===== config.mk =====
export PLATFORM = sky130hd
export DESIGN_NAME = pbavg_ctrl
export DESIGN_NICKNAME = d
export VERILOG_FILES = /design/src/rtl/core/pbavg_pkg.sv /design/src/rtl/core/pbavg_ctrl.sv
export SDC_FILE = /design/constraint.sdc
export NUM_CORES = 1
export LEC_CHECK = 0
export CAP_MARGIN = 40
export CORE_AREA = 3 3 40 42
export CTS_CLUSTER_SIZE = 8
export DETAILED_ROUTE_END_ITERATION = 10
export DIE_AREA = 0 0 43 45
export DONT_BUFFER_PORTS = 1
export REMOVE_ABC_BUFFERS = 1
export SYNTH_ARGS = -nofsm -noshare
export SYNTH_HDL_FRONTEND = slang
export SYNTH_SLANG_ARGS = --single-unit

===== constraint.sdc =====
create_clock -name clock -period 1.65 [get_ports clock]
set_clock_uncertainty 0.2 [all_clocks]
set_input_delay 0.0825 -clock clock [delete_from_list [all_inputs] [get_ports clock]]
set_output_delay 0.0825 -clock clock [all_outputs]
set_load 0.01 [all_outputs]

===== src/rtl/core/pbavg_pkg.sv =====
// Shared types and constants of the pixel binning averager.
`default_nettype none

package pbavg_pkg;

   // Payload and register widths
   localparam int PIXEL_W   = 16;
   localparam int SLICE_W   = 10;
   localparam int COORD_W   = 12;
   localparam int SUM_W     = 24;
   localparam int VAL_W     = 25;
   localparam int CSR_W     = 13;
   localparam int FACTOR_W  = 5;
   localparam int CSR_IDX_W = 2;

   // Register indexes
   localparam logic [CSR_IDX_W-1:0] CSR_IMAGE_WIDTH  = 2'd0;
   localparam logic [CSR_IDX_W-1:0] CSR_IMAGE_HEIGHT = 2'd1;
   localparam logic [CSR_IDX_W-1:0] CSR_BIN_FACTOR   = 2'd2;

   // Register reset values
   localparam logic [CSR_W-1:0]    WIDTH_RESET  = 13'd512;
   localparam logic [CSR_W-1:0]    HEIGHT_RESET = 13'd512;
   localparam logic [FACTOR_W-1:0] FACTOR_RESET = 5'd1;

   // Rows per slice never exceed this
   localparam int ROW_LIMIT = 4096;

   // The HU offset of 1024 is a left shift of the bin area by this amount
   localparam int HU_SHIFT = 10;

   localparam logic signed [VAL_W-1:0] VAL_MAX = {1'b0, {(VAL_W-1){1'b1}}};
   localparam logic signed [VAL_W-1:0] VAL_MIN = {1'b1, {(VAL_W-1){1'b0}}};

   typedef struct packed {
      logic accept;
      logic accumulate;
      logic offset;
      logic div_start;
      logic load_out;
   } ctrl_cmd_type;

   typedef struct packed {
      logic produce;
      logic div_done;
      logic out_free;
   } dp_status_type;

endpackage

`default_nettype wire


===== src/rtl/core/pbavg_ctrl.sv =====
// Sequencer that steps each pixel through accumulate and, for a pixel that closes a bin, offset, divide and output.
`default_nettype none

module pbavg_ctrl (
   input  wire logic                     clock,
   input  wire logic                     reset,
   input  wire logic                     req_valid,
   output      logic                     req_stall,
   input  wire pbavg_pkg::dp_status_type status,
   output      pbavg_pkg::ctrl_cmd_type  cmd
);
   import pbavg_pkg::*;

   typedef enum logic [2:0] {
      ST_IDLE,
      ST_ACC,
      ST_OFS,
      ST_DIV_START,
      ST_DIV_WAIT,
      ST_OUT
   } state_type;

   state_type state_ff, state_in;
   logic      stall_ff, stall_in;

   always_comb begin
      cmd      = '0;
      state_in = state_ff;
      unique case (state_ff)
         ST_IDLE: begin
            if (req_valid && !stall_ff) begin
               cmd.accept = 1'b1;
               state_in   = ST_ACC;
            end
         end
         ST_ACC: begin
            cmd.accumulate = 1'b1;
            state_in       = status.produce ? ST_OFS : ST_IDLE;
         end
         ST_OFS: begin
            cmd.offset = 1'b1;
            state_in   = ST_DIV_START;
         end
         ST_DIV_START: begin
            cmd.div_start = 1'b1;
            state_in      = ST_DIV_WAIT;
         end
         ST_DIV_WAIT: begin
            if (status.div_done) begin
               if (status.out_free) begin
                  cmd.load_out = 1'b1;
                  state_in     = ST_IDLE;
               end else begin
                  state_in = ST_OUT;
               end
            end
         end
         ST_OUT: begin
            // hold until the previous result transfer frees the output register
            if (status.out_free) begin
               cmd.load_out = 1'b1;
               state_in     = ST_IDLE;
            end
         end
         default: begin
            state_in = ST_IDLE;
         end
      endcase
      stall_in = (state_in != ST_IDLE);
   end

   always_ff @(posedge clock) begin
      if (reset) begin
         state_ff <= ST_IDLE;
         stall_ff <= 1'b1;
      end else begin
         state_ff <= state_in;
         stall_ff <= stall_in;
      end
   end

   assign req_stall = stall_ff;

   a_stall_after_accept: assert property (@(posedge clock) disable iff (reset)
      cmd.accept |=> req_stall)
      else $error("pixel accepted without stalling the next one");

   a_load_when_free: assert property (@(posedge clock) disable iff (reset)
      cmd.load_out |-> status.out_free)
      else $error("result loaded over a pending transfer");

   a_open_only_idle: assert property (@(posedge clock) disable iff (reset)
      !req_stall |-> state_ff == ST_IDLE)
      else $error("input open outside idle");

endmodule

`default_nettype wire


Yosys cells after proc, flatten, opt, wreduce, memory -nomap -nowiden
Index checks and enable logic that the tools add are counted.
{"block": "classes", "eq_ne": 5, "muxes": 14, "reduce_logical": 4}
{"op": "$pmux W3 S6", "count": 1}
{"op": "$mux W3", "count": 4}
{"op": "$mux W1", "count": 7}
{"op": "$eq A3 B2 Y1 const B", "count": 2}
{"op": "$eq A3 B3 Y1 const B", "count": 2}
{"op": "$eq A3 B1 Y1 const B", "count": 1}
{"op": "$logic_not A3 Y1", "count": 1}
{"op": "$reduce_bool A3 Y1", "count": 1}
{"op": "$mux W2", "count": 1}
{"op": "$pmux W1 S2", "count": 1}
{"op": "$logic_and A1 B1 Y1", "count": 1}
{"op": "$logic_not A1 Y1", "count": 1}
{"block": "totals", "ff_bits": 4}

Longest topological paths before layout
Gate-level depths: netlist of run 1.
{"block": "depth", "ltp_word": 5, "depth_mapped": 4}

Worst setup path before layout of run 1
OpenSTA, ideal clock, no wires.
{"block": "synth_timing", "kind": "register -> register", "from": "reg state_ff[2]", "to": "reg state_ff[0]", "setup_ns": 0.070, "arrival_time_ns": 1.033, "setup_slack_ns": 0.348, "stages_incl_launch_ff": 4, "n_path_buf": 0, "cell_sequence": "dfxtp_1 > inv_2 > or4_1 > a21oi_1"}
{"block": "synth_via", "elab_chain_len": 2, "elab_cells_between_ends": 7}
{"item": "start: declaration", "line": "pbavg_ctrl.sv:23", "source": "state_type state_ff, state_in;"}
{"item": "start signal: assignment", "line": "pbavg_ctrl.sv:77", "source": "state_ff <= state_in;"}
{"item": "$eq A3 B3 Y1, or another cell as far along", "line": "pbavg_ctrl.sv:29", "source": "unique case (state_ff)"}
{"item": "$pmux W3 S6 (*)", "line": "pbavg_ctrl.sv:29"}
Mark *: on every way between the ends. The rest lies on a longest branch, timed or not.
A chain may end at the register's enable or synchronous reset.

==> flow_summary.json, run 1 <==
{
  "static-leakage-power_uw": 0.000110,
  "clk_root_buffer_cell": "clkbuf_4",
  "floorplan.die.height_um": 45,
  "core_mm2": 0.00128,
  "min_path_type": "primary input to register",
  "drt-vias-per-instance": 4.45,
  "cp-start-kind": "register",
  "drc": 0,
  "reg2reg_slack_ns": 0.24,
  "globalplace.congestion": 0.665,
  "post_dp_cell_area_um2": 231,
  "num_vias": 209,
  "netlist_top_cells_count": "4 x dfxtp_1, 2 x a31oi_1, 2 x nor2_1, 2 x nor3_1",
  "layout_min_cycle_time_ns": 1.45,
  "cell_with_the_most_instances_after_synthesis": "dfxtp_1",
  "clock_insertion_delay_worst_skew_ns": 0.23,
  "synth.top_cells.by_area": "dfxtp_1 38%, a31oi_1 6.0%, a211o_2 4.8%, and3b_2 4.8%, mux2i_1 4.8%",
  "rr_startpoint": "state_ff[2]",
  "mappedNetlistArea_um2": 210,
  "layout-area-overhead-vs-synth_pct": 40.5,
  "post_synth.cell_area_avg_um2": 8.41,
  "seq_area_frac_synth_pct": 38.1,
  "synth.distinct_cells": 19,
  "detailedRoute.firstPassIterationCount": 2,
  "dp.final_hpwl_um": 408,
  "clock_path_buffers": 2,
  "netlist_instances": 25,
  "cts_num_sinks": 4,
  "tritoncts": "done",
  "design.die.area_mm2": 0.00194,
  "grt_max_degree": 10,
  "starting_density_pct": 16.4,
  "antenna-diode-count": 0,
  "finalCritPeriodShare_pct": 87.9,
  "fill_cells": 148,
  "worst_setup_path_end_kind": "output port",
  "antenna_found_initial": 0,
  "max-slew-margin-rel_pct": 65.7,
  "final-hold-violation-count": 0,
  "timing.critical_path.slowest_cell_delay_ns": 0.40,
  "timing.critical_path.arrival_ns": 1.17,
  "report.final.setup_viol": 0,
  "grt_setup_unrepaired": "false",
  "hold_depth": 3,
  "cts-htree-levels": 1,
  "global_route_wire_length_before_repair_um": 903,
  "drt-total-wl_um": 553,
  "critical_path_peak_fanout": 9,
  "reg2regPathDepth": 3,
  "cp_num_buf_inv": 1,
  "synth_enable_flop_cells": 0,
  "yosysWarningCount": 0,
  "status": "completed",
  "gr_overflow_total": 0,
  "detailedRoute.firstIterationViolations": 1,
  "final_cell_area_um2": 295,
  "grtUsageTotal_pct": 6.99,
  "ios": 12,
  "netlist.top_cell.by_area": "dfxtp_1",
  "worst_path_dominant_cell_family": "flip-flops",
  "report.final.slew_viol_count": 0,
  "std_cell_rows": 13,
  "antenna_left": 0,
  "synth.top_cell.area_share_pct": 38.1,
  "power.ir.vdd_worst_v": 0.000201,
  "cp_cell_sequence": "nor2_1, nor4b_1, buf_4",
  "path_class": "register to output port",
  "grt_pass1_vias": 220,
  "die-width_um": 43,
  "power-per-cell-area_mw_per_mm2": 895,
  "worst_hold_path.endpoint": "req_stall",
  "synth_top_flop_cell": "dfxtp_1",
  "async_reset_ff_share_pct": 0,
  "worst-endpoint-required_ns": 1.37,
  "numCtsBuffers": 3,
  "post_route_cells_drive_above_1_share_pct": 28.1,
  "setup_tns_final_ns": 0,
  "max_freq_ghz": 0.689,
  "drt-wirelength-per-cell_um": 11.8,
  "crit-reg2reg-capture": "state_ff[0]",
  "net_count_final": 40,
  "drv.max_cap_violation_count": 0,
  "port_buffers": 0,
  "cts.clk_slew.worst_paths_ns": 0.04,
  "crit_path_top_delay_cell": "dfxtp_2",
  "timing.hold.worst.start": "status[2]",
  "worst_slew_pin_tran_ns": 0.510,
  "ys_seq_elements": 4
}
worst max path at each step:
stage / endpoint / slack, ns / cells past startpoint / startpoint
3_5_place_dp: state_ff[0] / 0.26 / 3 / state_ff[2]
2_1_floorplan: state_ff[0] / 0.35 / 3 / state_ff[2]
5_1_grt: cmd[0] / 0.09 / 3 / state_ff[0]
4_1_cts: cmd[0] / 0.07 / 3 / state_ff[0]
3_3_place_gp: state_ff[0] / 0.27 / 3 / state_ff[2]
6_report: cmd[0] / 0.20 / 3 / state_ff[0]
per-stage QoR:
stage               hold slack, ns  worst slack, ns  util [%]  power, uW  instances
CTS                        0.00852           0.0666      22.9        272         47
floorplan                  -0.0484            0.348         -        132         24
finish                      0.0185            0.199      23.0        264         47
global route                0.0514           0.0943      23.0        279         47
global placement           -0.0436            0.270      18.0        137         40
detailed placement         -0.0413            0.257      18.0        137         40
report_power, final:
| group | switching, uW | internal (uW) | total [uW] | leakage, uW |
|---|---|---|---|---|
| combinational | 15.0 | 18.0 | 33.0 | 0.0000634 |
| clock | 38.0 | 81.2 | 119 | 0.0000138 |
| sequential | 8.65 | 103 | 112 | 0.0000332 |
layer usage:
layer  vias up  GRT usage, %  part of all wire, %
met4         0          3.61                    0
li1        107             -                    -
met5         -             0                    0
met1        92          5.30                   40
met2        10          10.2                   42
met3         0          8.76                   19
cells by family after synthesis:
logic type	Yosys count	share of synthesized area, %
flip-flops	4	38.1
multiplexers	1	4.76
buffers and inverters	3	5.95
AO/OA/AOI/OAI	5	15.5
AND/OR/NAND/NOR	12	35.7
layout by cell type, fill, tap and decap left out:
| cell type | instances |
|---|---|
| or4_1 | 1 |
| dlygate4sd3_1 | 4 |
| mux2i_1 | 1 |
| inv_1 | 1 |
| and3_2 | 1 |
| a31oi_1 | 2 |
| inv_2 | 1 |
| nor4_1 | 1 |
| nand3_1 | 1 |
| o21ai_0 | 1 |
| buf_4 | 1 |
| nor4b_1 | 1 |
| clkbuf_4 | 3 |
| nand2b_1 | 1 |
| a21oi_1 | 1 |
| dfxtp_2 | 1 |
| a211o_2 | 1 |
| nor2b_1 | 1 |
| nor3_1 | 2 |
| nor2_1 | 2 |
| and3b_2 | 1 |
| dfxtp_1 | 3 |
worst min-delay path, cell delays in order:
cell and delay (ns):
nor2b_1 0.15, a31oi_1 0.10, nand3_1 0.07
flip-flops by register name, indices dropped and copies added, names as in the netlist:
name	flops
req_stall	1
state_ff	3
area by class of cell:
cell class / count / area (um^2) / area share (%)
clock buffer: 3 / 22.5 / 7.63
tap: 15 / 18.8 / 6.36
multi-input combinational: 18 / 118 / 39.8
inverter: 2 / 7.51 / 2.54
timing repair buffer: 5 / 47.5 / 16.1
sequential: 4 / 81.3 / 27.5
repair_timing:
| action | in CTS | in global routing |
|---|---|---|
| buffers inserted | 0 | 0 |
| hold buffers | 4 | 0 |
| resized for setup | 0 | 1 |
| endpoints found under the setup margin | 0 | 1 |
| hold endpoints to repair | 4 | 0 |
Power figures use the tool's default switching activity.
==> inputs of run 2 (changes only) <==
CELL_PAD_IN_SITES_DETAIL_PLACEMENT = 0   (was default)
CELL_PAD_IN_SITES_GLOBAL_PLACEMENT = 2   (was default)
PLACE_DENSITY_LB_ADDON = 0.1   (was default)
==> flow_summary.json, run 2 (synthesis gave the netlist of run 1 again) <==
{
  "status": "completed",
  "report.final.slew_viol_count": 0,
  "worst-endpoint-required_ns": 1.37,
  "grtUsageTotal_pct": 7.08,
  "worst_setup_path_end_kind": "output port",
  "drt-wirelength-per-cell_um": 11.2,
  "floorplan.die.height_um": 45,
  "placement.setup.worst_slack_ns": 0.244,
  "detailedRoute.firstIterationViolations": 8,
  "report.final.setup_viol": 0,
  "timing.hold.worst.start": "status[0]",
  "finalCritPeriodShare_pct": 89.6,
  "net_count_final": 42,
  "cts-htree-levels": 1,
  "rr_startpoint": "state_ff[2]",
  "final-hold-violation-count": 0,
  "die-width_um": 43,
  "reg2reg_slack_ns": 0.22,
  "top_register_by_number_of_flip_flops": "state_ff",
  "mostFrequentLayoutCells": "6 x dlygate4sd3_1, 3 x clkbuf_4, 3 x dfxtp_1",
  "largest_register_ff_count": 3,
  "min_path_type": "primary input to output port",
  "power-per-cell-area_mw_per_mm2": 840,
  "worst_slew_pin_tran_ns": 0.550,
  "num_vias": 223,
  "postLayoutCoreUtil_pct": 24.5,
  "cts.clk_slew.worst_paths_ns": 0.03,
  "clock_insertion_delay_worst_skew_ns": 0.23,
  "clk_root_buffer_cell": "clkbuf_4",
  "numCtsBuffers": 3,
  "crit-reg2reg-capture": "state_ff[0]",
  "clock_path_buffers": 2,
  "grt_pass1_vias": 224,
  "global_route_wire_length_before_repair_um": 945,
  "final.setup.worst_slack_ns": 0.171,
  "worst_hold_path.endpoint": "cmd[0]",
  "max_freq_ghz": 0.676,
  "detailedRoute.firstPassIterationCount": 4,
  "hold_depth": 2,
  "path_class": "register to output port",
  "globalplace.congestion": 0.589,
  "grt_max_degree": 10,
  "antenna_left": 0,
  "drt-vias-per-instance": 4.55,
  "critical_path_peak_fanout": 7,
  "cts_post_setup_buffers_inserted": 0,
  "design.die.area_mm2": 0.00194,
  "timing.critical_path.arrival_ns": 1.20,
  "drt-total-wl_um": 550,
  "final-seq-area_um2": 81.3,
  "cts_num_sinks": 4,
  "total_area_of_multi_input_combinational_cells_um2": 118,
  "ios": 12,
  "p_total_uw": 265,
  "power.ir.vdd_worst_v": 0.000211,
  "layout_min_cycle_time_ns": 1.48,
  "drv.max_cap_violation_count": 0,
  "drc": 0,
  "tritoncts": "done",
  "std_cell_rows": 13,
  "grt_setup_unrepaired": "false",
  "fill_cells": 148,
  "setup_tns_final_ns": 0,
  "post_route_cells_drive_above_1_share_pct": 26.5,
  "gr_overflow_total": 0,
  "cp-start-kind": "register",
  "antenna_found_initial": 0,
  "static-leakage-power_uw": 0.000119,
  "port_buffers": 0,
  "mostFrequentLayoutCell": "dlygate4sd3_1",
  "reg2regPathDepth": 3,
  "antenna-diode-count": 0,
  "core_mm2": 0.00128,
  "starting_density_pct": 16.4,
  "fin_hold_ws_ns": 0.222,
  "max-slew-margin-rel_pct": 63.0,
  "layout-area-overhead-vs-synth_pct": 50.0
}
run 2: how the worst max path moves through the flow:
stage / slack, ns / end / cells past startpoint / startpoint
CTS: 0.06 / cmd[0] / 3 / state_ff[0]
finish: 0.17 / cmd[0] / 3 / state_ff[2]
floorplan: 0.35 / state_ff[0] / 3 / state_ff[2]
global placement: 0.20 / state_ff[0] / 3 / state_ff[2]
global route: 0.03 / cmd[0] / 3 / state_ff[2]
detailed placement: 0.24 / state_ff[0] / 3 / state_ff[2]
run 2: layer usage:
layer	global-route usage (%)	up-vias	wire [um]
li1	-	112	-
met1	7.71	99	275
met2	9.58	12	230
met3	3.59	0	43
met4	7.23	0	0
met5	0	-	0
run 2: layout make-up:
class | count | area share, %
multi-input combinational | 18 | 37.3
sequential | 4 | 25.8
timing repair buffer | 7 | 21.4
clock buffer | 3 | 7.14
tap | 15 | 5.95
inverter | 2 | 2.38
run 2: critical path, cell delays in order (launching register included):
cell	delay, ns
dfxtp_1	0.44
inv_2	0.08
nor4b_1	0.27
buf_4	0.18
run 2: where the power goes:
| part | internal [uW] | total (uW) | switching, uW |
|---|---|---|---|
| Combinational | 21.0 | 35.9 | 14.9 |
| Clock | 81.1 | 117 | 35.7 |
| Sequential | 103 | 112 | 8.76 |
run 2: stage by stage:
stage / cell area (um^2) / std cells
floorplan: 205 / 24
global placement: 231 / 40
detailed placement: 231 / 40
CTS: 304 / 48
global route: 315 / 49
finish: 315 / 49
run 2: timing repair:
action                     CTS  global route
gates resized for setup      0             1
hold endpoints to repair     4             1
setup endpoints to repair    0             1
hold buffers                 5             1
==> inputs of run 3 (changes only) <==
ABC_AREA = 1   (was default)
ABC_CLOCK_PERIOD_IN_PS = 1650   (was default)
==> flow_summary.json, run 3 <==
{
  "mappedNetlistArea_um2": 241,
  "grt_setup_unrepaired": "false",
  "crit-reg2reg-capture": "state_ff[1]",
  "netlist_top_cells_count": "8 x inv_1, 6 x nand2_1, 5 x nand3_1",
  "grtUsageTotal_pct": 7.83,
  "setup.worst_path.end": "state_ff[1]",
  "power.ir.vdd_worst_v": 0.000319,
  "power-per-cell-area_mw_per_mm2": 808,
  "synth_enable_flop_cells": 0,
  "detailedRoute.firstIterationViolations": 3,
  "drc": 0,
  "async_reset_ff_share_pct": 0,
  "drt-total-wl_um": 640,
  "cts_post_setup_buffers_inserted": 0,
  "max-slew-margin-rel_pct": 74.1,
  "worst_setup_path_end_kind": "register",
  "worst_slew_pin_tran_ns": 0.386,
  "fill_cells": 149,
  "gr_overflow_total": 0,
  "numCtsBuffers": 3,
  "design.die.area_mm2": 0.00194,
  "mostFrequentLayoutCells": "8 x inv_1, 6 x nand2_1, 5 x dlygate4sd3_1",
  "clock_path_buffers": 2,
  "critical_path_peak_fanout": 5,
  "cp-start-kind": "register",
  "antenna_found_initial": 0,
  "cell_with_the_most_instances_after_synthesis": "inv_1",
  "drt-wirelength-per-cell_um": 10.5,
  "starting_density_pct": 18.8,
  "net_count_final": 54,
  "num_vias": 257,
  "setup_tns_final_ns": 0,
  "die-width_um": 43,
  "grt_pass1_vias": 278,
  "std_cell_rows": 13,
  "reg2regPathDepth": 4,
  "cts.clk_slew.worst_paths_ns": 0.04,
  "report.final.slew_viol_count": 0,
  "synth_top_flop_cell": "dfxtp_1",
  "drv.max_cap_violation_count": 0,
  "netlist_instances": 38,
  "yosysWarningCount": 0,
  "final-hold-violation-count": 0,
  "seq_area_frac_synth_pct": 33.2,
  "report.final.setup_viol": 0,
  "ios": 12,
  "ys_seq_elements": 4,
  "path_class": "register to register",
  "cts-htree-levels": 1,
  "clk_root_buffer_cell": "clkbuf_4",
  "antenna_left": 0,
  "antenna-diode-count": 0,
  "grt_max_degree": 7,
  "mostFrequentLayoutCell": "inv_1",
  "globalplace.congestion": 0.698,
  "finalCritPeriodShare_pct": 92.5,
  "min_path_type": "primary input to register",
  "top_register_by_number_of_flip_flops": "state_ff",
  "synth.top_cells.by_area": "dfxtp_1 33%, inv_1 12%, nand3_1 10%, nand2_1 9.3%, nor2_2 7.8%",
  "dp.final_hpwl_um": 528,
  "drt-vias-per-instance": 4.21,
  "reg2reg_slack_ns": 0.12,
  "tritoncts": "done",
  "netlist.top_cell.by_area": "dfxtp_1",
  "post_synth.cell_area_avg_um2": 6.35,
  "layout_min_cycle_time_ns": 1.53,
  "worst-endpoint-required_ns": 1.62,
  "cts_num_sinks": 4,
  "layout-area-overhead-vs-synth_pct": 40.9,
  "floorplan.die.height_um": 45,
  "timing.critical_path.arrival_ns": 1.50,
  "synth.top_cell.area_share_pct": 33.2,
  "largest_register_ff_count": 3,
  "p_total_uw": 275,
  "cp-startpoint": "state_ff[2]",
  "static-leakage-power_uw": 0.000199,
  "clock_insertion_delay_worst_skew_ns": 0.23,
  "rr_startpoint": "state_ff[2]",
  "postLayoutCoreUtil_pct": 26.5,
  "global_route_wire_length_before_repair_um": 1100,
  "status": "completed",
  "core_mm2": 0.00128,
  "detailedRoute.firstPassIterationCount": 2,
  "port_buffers": 0,
  "max_freq_ghz": 0.655,
  "post_route_cells_drive_above_1_share_pct": 26.1,
  "synth.distinct_cells": 12
}
[run 3: repair_timing]
item                                   CTS  global route
endpoints found under the hold margin    4             0
hold buffers                             5             0
setup endpoints to repair                0             1
resized for setup                        0             3
[run 3: worst min-delay path by stage]
stage                     startpoint     endpoint  cells after the start
final                      status[0]  state_ff[2]                      5
after global routing       status[0]  state_ff[2]                      5
after CTS                  status[0]  state_ff[2]                      5
after detailed placement       reset  state_ff[1]                      1
after global placement         reset  state_ff[1]                      1
after floorplan                reset  state_ff[1]                      1
[run 3: worst max-delay path, stage by stage, from the launching register on]
cell	delay [ns]
dfxtp_1	0.33
inv_2	0.12
nand3_2	0.12
a21oi_1	0.14
dlygate4sd3_1	0.55
[run 3: per-stage QoR]
| stage | instances | setup WS [ns] | instance area, um^2 | hold WS, ns |
|---|---|---|---|---|
| 3_3_place_gp | 53 | 0.422 | 260 | -0.0470 |
| 2_1_floorplan | 38 | 0.576 | 241 | -0.0484 |
| 3_5_place_dp | 53 | 0.414 | 260 | -0.0458 |
| 4_1_cts | 61 | 0.0322 | 333 | 0.00534 |
| 6_report | 61 | 0.123 | 340 | 0.00838 |
| 5_1_grt | 61 | 0.0256 | 340 | 0.0571 |
[run 3: kinds of logic after synthesis]
family                 count (synthesis)  share of synthesized area, %
AOI/OAI and AO/OA                      2                          6.22
buffers and inverters                 10                          15.5
DFF                                    4                          33.2
and+or+nand+nor                       22                          45.1
[run 3: power breakdown]
| part | internal (uW) | total, uW | switching, uW |
|---|---|---|---|
| Sequential | 105 | 115 | 9.88 |
| Combinational | 18.7 | 42.6 | 23.8 |
| Clock | 81.1 | 118 | 36.7 |
| Total | 205 | 275 | 70.4 |
[run 3: cell type report]
cell class	instances	area [um^2]	area share (%)
Multi-Input combinational cell	24	129	37.9
Tap cell	15	18.8	5.51
Inverter	10	37.5	11.0
Timing Repair Buffer	5	50.0	14.7
Sequential cell	4	82.6	24.3
Clock buffer	3	22.5	6.62
[run 3: layer usage]
metal	GRT usage [%]	wire length (um)
met5	0	0
met4	5.42	0
met3	2.79	40
met2	12.9	315
met1	8.43	284
